## src/hw/rtl/cxd_pkg.sv

```systemverilog
// cxd_pkg: shared constants and controller/datapath interface types
// for the 3x3 rgb convolution block; no dependencies
`timescale 1ns / 1ps
package cxd_pkg;
    localparam int MAX_WIDTH    = 1024;
    localparam int HEIGHT_LIMIT = 1024;
    localparam int COEFF_BITS   = 8;
    localparam int PIX_W        = 24;
    localparam int ADDR_W       = $clog2(MAX_WIDTH);
    localparam int DIM_W        = 11;
    localparam int POS_W        = 10;
    localparam int OWED_W       = 11;
    localparam int CFG_W        = 3 * COEFF_BITS;
    localparam int CFG_IDX_W    = 3;
    localparam int TAPS         = 9;
    localparam int TAP_W        = 4;
    // 8-bit unsigned channel times signed coefficient, nine taps, one extra bit
    localparam int ACC_W        = 8 + 1 + COEFF_BITS + 4;
    localparam int DIV_STEPS    = ACC_W - 1;
    localparam int CNT_W        = 5;

    // configuration register indexes
    localparam logic [CFG_IDX_W-1:0] REG_KERN_TOP = 3'd0;
    localparam logic [CFG_IDX_W-1:0] REG_KERN_MID = 3'd1;
    localparam logic [CFG_IDX_W-1:0] REG_KERN_BOT = 3'd2;
    localparam logic [CFG_IDX_W-1:0] REG_SCALE    = 3'd3;
    localparam logic [CFG_IDX_W-1:0] REG_DROP     = 3'd4;
    localparam logic [CFG_IDX_W-1:0] REG_WIDTH    = 3'd5;
    localparam logic [CFG_IDX_W-1:0] REG_HEIGHT   = 3'd6;

    localparam logic ACT_PIXEL = 1'b0;

    typedef struct packed {
        logic             accept;
        logic             rd_pix;
        logic             wr_pix;
        logic             take_pass;
        logic             drain_rd;
        logic             drain_take;
        logic             tap_en;
        logic [TAP_W-1:0] tap;
        logic             drop_step;
        logic             div_start;
        logic             div_step;
        logic             div_fin;
        logic             load_out;
    } cxd_cmd_t;

    typedef struct packed {
        logic in_action;
        logic owed_zero;
        logic emit;
        logic interior;
        logic out_free;
    } cxd_sts_t;
endpackage

```

## src/hw/rtl/cxd_ctrl.sv

```systemverilog
// cxd_ctrl: sequencer for pixel, drain, filter and divide steps
// depends on cxd_pkg
`timescale 1ns / 1ps
module cxd_ctrl (
    input  logic              aclk,
    input  logic              aresetn,
    input  logic              s_tvalid,
    output logic              s_tready,
    input  cxd_pkg::cxd_sts_t sts,
    output cxd_pkg::cxd_cmd_t cmd
);
    typedef enum logic [3:0] {
        ST_IDLE, ST_PRD, ST_PWR, ST_PASS, ST_FILT, ST_DROP,
        ST_DIV, ST_FIN, ST_DRD, ST_DDATA, ST_OUT
    } state_t;

    state_t                    state_reg, state_next;
    logic [cxd_pkg::CNT_W-1:0] cnt_reg, cnt_next;

    assign s_tready = (state_reg == ST_IDLE);

    always_comb begin
        state_next = state_reg;
        cnt_next   = cnt_reg;
        cmd        = '0;
        cmd.tap    = cnt_reg[cxd_pkg::TAP_W-1:0];
        case (state_reg)
            ST_IDLE: begin
                if (s_tvalid) begin
                    cmd.accept = 1'b1;
                    state_next = (sts.in_action == cxd_pkg::ACT_PIXEL) ? ST_PRD : ST_DRD;
                end
            end
            ST_PRD: begin
                cmd.rd_pix = 1'b1;
                state_next = ST_PWR;
            end
            ST_PWR: begin
                cmd.wr_pix = 1'b1;
                state_next = ST_PASS;
            end
            ST_PASS: begin
                cmd.take_pass = 1'b1;
                cnt_next      = '0;
                if (!sts.emit) state_next = ST_IDLE;
                else if (sts.interior) state_next = ST_FILT;
                else state_next = ST_OUT;
            end
            ST_FILT: begin
                cmd.tap_en = 1'b1;
                if (cnt_reg == cxd_pkg::CNT_W'(cxd_pkg::TAPS - 1)) begin
                    cnt_next   = '0;
                    state_next = ST_DROP;
                end else begin
                    cnt_next = cnt_reg + 1'b1;
                end
            end
            ST_DROP: begin
                cmd.drop_step = 1'b1;
                state_next    = ST_DIV;
                cmd.div_start = 1'b0;
            end
            ST_DIV: begin
                if (cnt_reg == '0) cmd.div_start = 1'b1;
                else cmd.div_step = 1'b1;
                if (cnt_reg == cxd_pkg::CNT_W'(cxd_pkg::DIV_STEPS)) begin
                    state_next = ST_FIN;
                end else begin
                    cnt_next = cnt_reg + 1'b1;
                end
            end
            ST_FIN: begin
                cmd.div_fin = 1'b1;
                state_next  = ST_OUT;
            end
            ST_DRD: begin
                if (sts.owed_zero) begin
                    state_next = ST_IDLE;
                end else begin
                    cmd.drain_rd = 1'b1;
                    state_next   = ST_DDATA;
                end
            end
            ST_DDATA: begin
                cmd.drain_take = 1'b1;
                state_next     = ST_OUT;
            end
            ST_OUT: begin
                if (sts.out_free) begin
                    cmd.load_out = 1'b1;
                    state_next   = ST_IDLE;
                end
            end
            default: state_next = ST_IDLE;
        endcase
    end

    always_ff @(posedge aclk) begin
        if (!aresetn) begin
            state_reg <= ST_IDLE;
            cnt_reg   <= '0;
        end else begin
            state_reg <= state_next;
            cnt_reg   <= cnt_next;
        end
    end

    a_tap_range: assert property (@(posedge aclk) disable iff (!aresetn)
        state_reg == ST_FILT |-> cnt_reg < cxd_pkg::CNT_W'(cxd_pkg::TAPS))
        else $error("tap counter past last tap");
    a_div_range: assert property (@(posedge aclk) disable iff (!aresetn)
        state_reg == ST_DIV |-> cnt_reg <= cxd_pkg::CNT_W'(cxd_pkg::DIV_STEPS))
        else $error("divide counter overrun");
endmodule

```

## config.mk

```make
export PLATFORM = sky130hd
export DESIGN_NAME = cxd_ctrl
export DESIGN_NICKNAME = d
export VERILOG_FILES = /design/src/hw/rtl/cxd_pkg.sv /design/src/hw/rtl/cxd_ctrl.sv
export SDC_FILE = /design/constraint.sdc
export NUM_CORES = 1
export LEC_CHECK = 0
export BUFFER_PORTS_ARGS = -buffer_cell sky130_fd_sc_hd__buf_2
export CAP_MARGIN = 20
export CORE_MARGIN = 2
export CORE_UTILIZATION = 50
export CTS_CLUSTER_SIZE = 24
export DETAILED_ROUTE_END_ITERATION = 10
export PLACE_DENSITY = 0.85
export SYNTH_ARGS = -nofsm -noshare
export SYNTH_HDL_FRONTEND = slang
export SYNTH_SLANG_ARGS = --single-unit
```

## constraint.sdc

```tcl
create_clock -name aclk -period 1.87 [get_ports aclk]
set_input_delay 0.187 -clock aclk [delete_from_list [all_inputs] [get_ports aclk]]
set_output_delay 0.187 -clock aclk [all_outputs]
set_load 0.005 [all_outputs]
```

==> flow_metrics.tcl <==
set metrics [dict create \
    status "finished clean" \
    ant_nets 0 \
    port_buffers 24 \
    yosys_warnings 0 \
    post-route-period-util_pct 94.4 \
    min_to "state_reg[1]" \
    cts.clk_slew.worst_paths_ns 0.07 \
    whs_path_depth 2 \
    first_iter_violations 24 \
    crit_buf_inv 1 \
    reg2reg_setup_slack_ns 0.15 \
    dieArea_um2 1980 \
    arrival_ns 1.58 \
    path_delay_family "simple AND/OR/NAND/NOR gates" \
    clockBufferDepth 2 \
    start_util_pct 53.9 \
    rows 14 \
    drc 0 \
    path_cells "nor4bb_4, nor4b_1, buf_2" \
    p_leak_uw 0.000412 \
    path_depth 3 \
    grt_start_max_net_pins 18 \
    die_h_um 44.5 \
    synthDominantCellAreaShare_pct 22.0 \
    max_stage_delay_ns 0.49 \
    end_kind "output pin" \
    period_minus_slack_ns 1.77 \
    grt_setup_unrepaired "false" \
    ys_ff_latch 9 \
    combPwrFrac_pct 36.7 \
    syn_inst 103 \
    power_frac_clock_pct 24.7 \
    place.gp.congestion 0.849 \
    holdWs_ns 0.207 \
    finalSetupViolCount 0 \
    grt_use_total_pct 23.2 \
    slew_headroom_pct 66.7 \
    rr_endpoint "cnt_reg[3]" \
    switching_share_pct 37.2 \
    fin_nets 136 \
    fmax_ghz 0.566 \
    drtPass1Iterations 4 \
    internal_power_uw 392 \
    fin_setup_tns_ns 0 \
    ctsRootBufferMaster "clkbuf_4" \
    clk_latency_ns 0.27 \
    io_pins 25 \
    htreeDepth 1 \
    worstSetupPathType "reg2out" \
    r2r_start "state_reg[2]" \
    grt_pass1_vias 765 \
    wl_per_cell_um 14.2 \
    p_sw_uw 232 \
    num_antenna_cells 0 \
    cp.required_ns 1.68 \
    clkSinkCount 9 \
    seq_power_share_pct 38.6 \
    peakVddDrop_v 0.000454 \
    cts_tree "yes" \
    cts_made_buffers 3 \
    design_area_um2 965 \
    placed_cell_area_um2 925 \
    netlist_top_cells_area "dfxtp_1 22%, buf_4 5.5%, nor2_1 5.0%, nand2b_1 3.8%, nor3_1 3.7%" \
    vias_per_cell 6.01 \
    mostFrequentLayoutCell "buf_2" \
    layout_common_cells "24 x buf_2, 11 x nor2_1, 8 x dfxtp_1, 6 x nor3_1" \
    die_w_um 44.5 \
    drive_above_1_share_pct 32.8 \
    hold_violations 0 \
    syn-num-nets 113 \
    worst_r2r_path_depth 4 \
    worst_pin_slew_ns 0.498 \
    hpwl_mm 1.56 \
    yosysSeqAreaShare_pct 22.0 \
    startpoint_type "flip-flop" \
    power_density_nw_per_um2 647 \
    max_cap_viol_count 0 \
    path_max_fanout 11 \
    syn_to_final_growth_pct 17.5 \
    num_vias 847 \
    grt_overflow 0 \
    ys_types 45 \
    hold_path_startpoint "aresetn" \
    fin_worst_skew_ns 0.00784 \
    largest_reg_flops 5 \
    hold_path_class "in2reg" \
    routed_wl_mm 2.01 \
    drv_slew 0 \
    p_total_uw 624 \
    synth_area_leader_cell "dfxtp_1" \
    antenna_found_initial 0 \
    syn_area_per_cell_um2 7.97 \
    fp.coreArea_um2 1520 \
    slowest_stage "dfxtp_1" \
    syn_area_um2 821 \
    grt_pass1_wl_mm 3.22 \
]
## per-layer routing
| layer | global-route usage (%) | part of all wire, % |
|---|---|---|
| met1 | 25.7 | 41 |
| met2 | 36.8 | 49 |
| met3 | 7.35 | 7.3 |
| met4 | 17.0 | 2.7 |
| met5 | 0 | 0 |
## metrics by stage
| step | utilization [%] | std cells | worst slack, ns |
|---|---|---|---|
| after floorplan | - | 103 | 0.363 |
| after detailed placement | 60.7 | 137 | 0.146 |
| after CTS | 62.5 | 141 | 0.00850 |
| after global routing | 63.3 | 141 | 0.00818 |
| final | 63.3 | 141 | 0.105 |
| after global placement | 60.7 | 137 | 0.286 |
## power by group through the flow
stage | Sequential, uW | Combinational [uW] | Clock [uW]
4_1_cts | 238 | 222 | 162
3_3_place_gp | 243 | 213 | 0
2_1_floorplan | 229 | 168 | 0
6_report | 241 | 229 | 154
5_1_grt | 244 | 250 | 172
3_5_place_dp | 243 | 221 | 0
## cell usage after synthesis
cell and number:
mux2i_1 1, and2b_2 1, nor3b_1 3, o31a_1 2, inv_1 3, and3b_1 1
nand2_1 4, nand2_2 1, a221oi_1 1, a31oi_1 1, nor4bb_4 1, or2_2 1
o21a_1 2, nand4b_1 2, and2_1 3, nor4b_4 1, a221oi_2 1, buf_2 2
nand2b_1 5, nor2_1 11, buf_6 1, dfxtp_1 9, or3_1 1, nor2b_1 1
buf_4 6, nor4b_1 1, clkbuf_1 2, nand3_1 2, a21oi_1 5, a22oi_1 1
o22a_1 1, nor4bb_1 1, ha_1 2, o32a_1 1, nor3_1 6, and3b_2 1
o21ai_0 2, xnor2_1 1, o21ai_1 2, nor4_1 4, nand4bb_1 1, and3_1 2
nand4_1 1, o31ai_1 1, a32oi_1 1
## worst max-delay path by stage
stage / from / endpoint / slack, ns
2_1_floorplan: cnt_reg[0] / cnt_reg[1] / 0.36
3_3_place_gp: cnt_reg[0] / cnt_reg[1] / 0.29
3_5_place_dp: cnt_reg[0] / cnt_reg[1] / 0.15
5_1_grt: state_reg[3] / cmd[15] / 0.008
6_report: state_reg[2] / cmd[3] / 0.10
4_1_cts: state_reg[1] / cmd[3] / 0.008
## what timing repair did
item                                   CTS  global route
endpoints found under the hold margin    0             0
setup buffers                            0             0
hold buffers                             0             0
resized for setup                        0             2
setup endpoints to repair                0             3
## final cells by class
class | count | area (um2)
Clock inverter | 1 | 5.00
Clock buffer | 3 | 22.5
Inverter | 3 | 11.3
Sequential cell | 9 | 181
Timing Repair Buffer | 29 | 158
Fill cell | 133 | 559
Multi-Input combinational cell | 80 | 567
Tap cell | 16 | 20.0
## cells by family after synthesis
family | count (synthesis) | synth area share [%]
simple gates | 55 | 44.1
mux | 1 | 1.22
buf+inv | 14 | 10.4
fa+ha+maj | 2 | 3.05
compound gates | 21 | 18.3
xor+xnor | 1 | 1.07
flops | 9 | 22.0
Note: power is estimated with default switching activity, not from simulation.
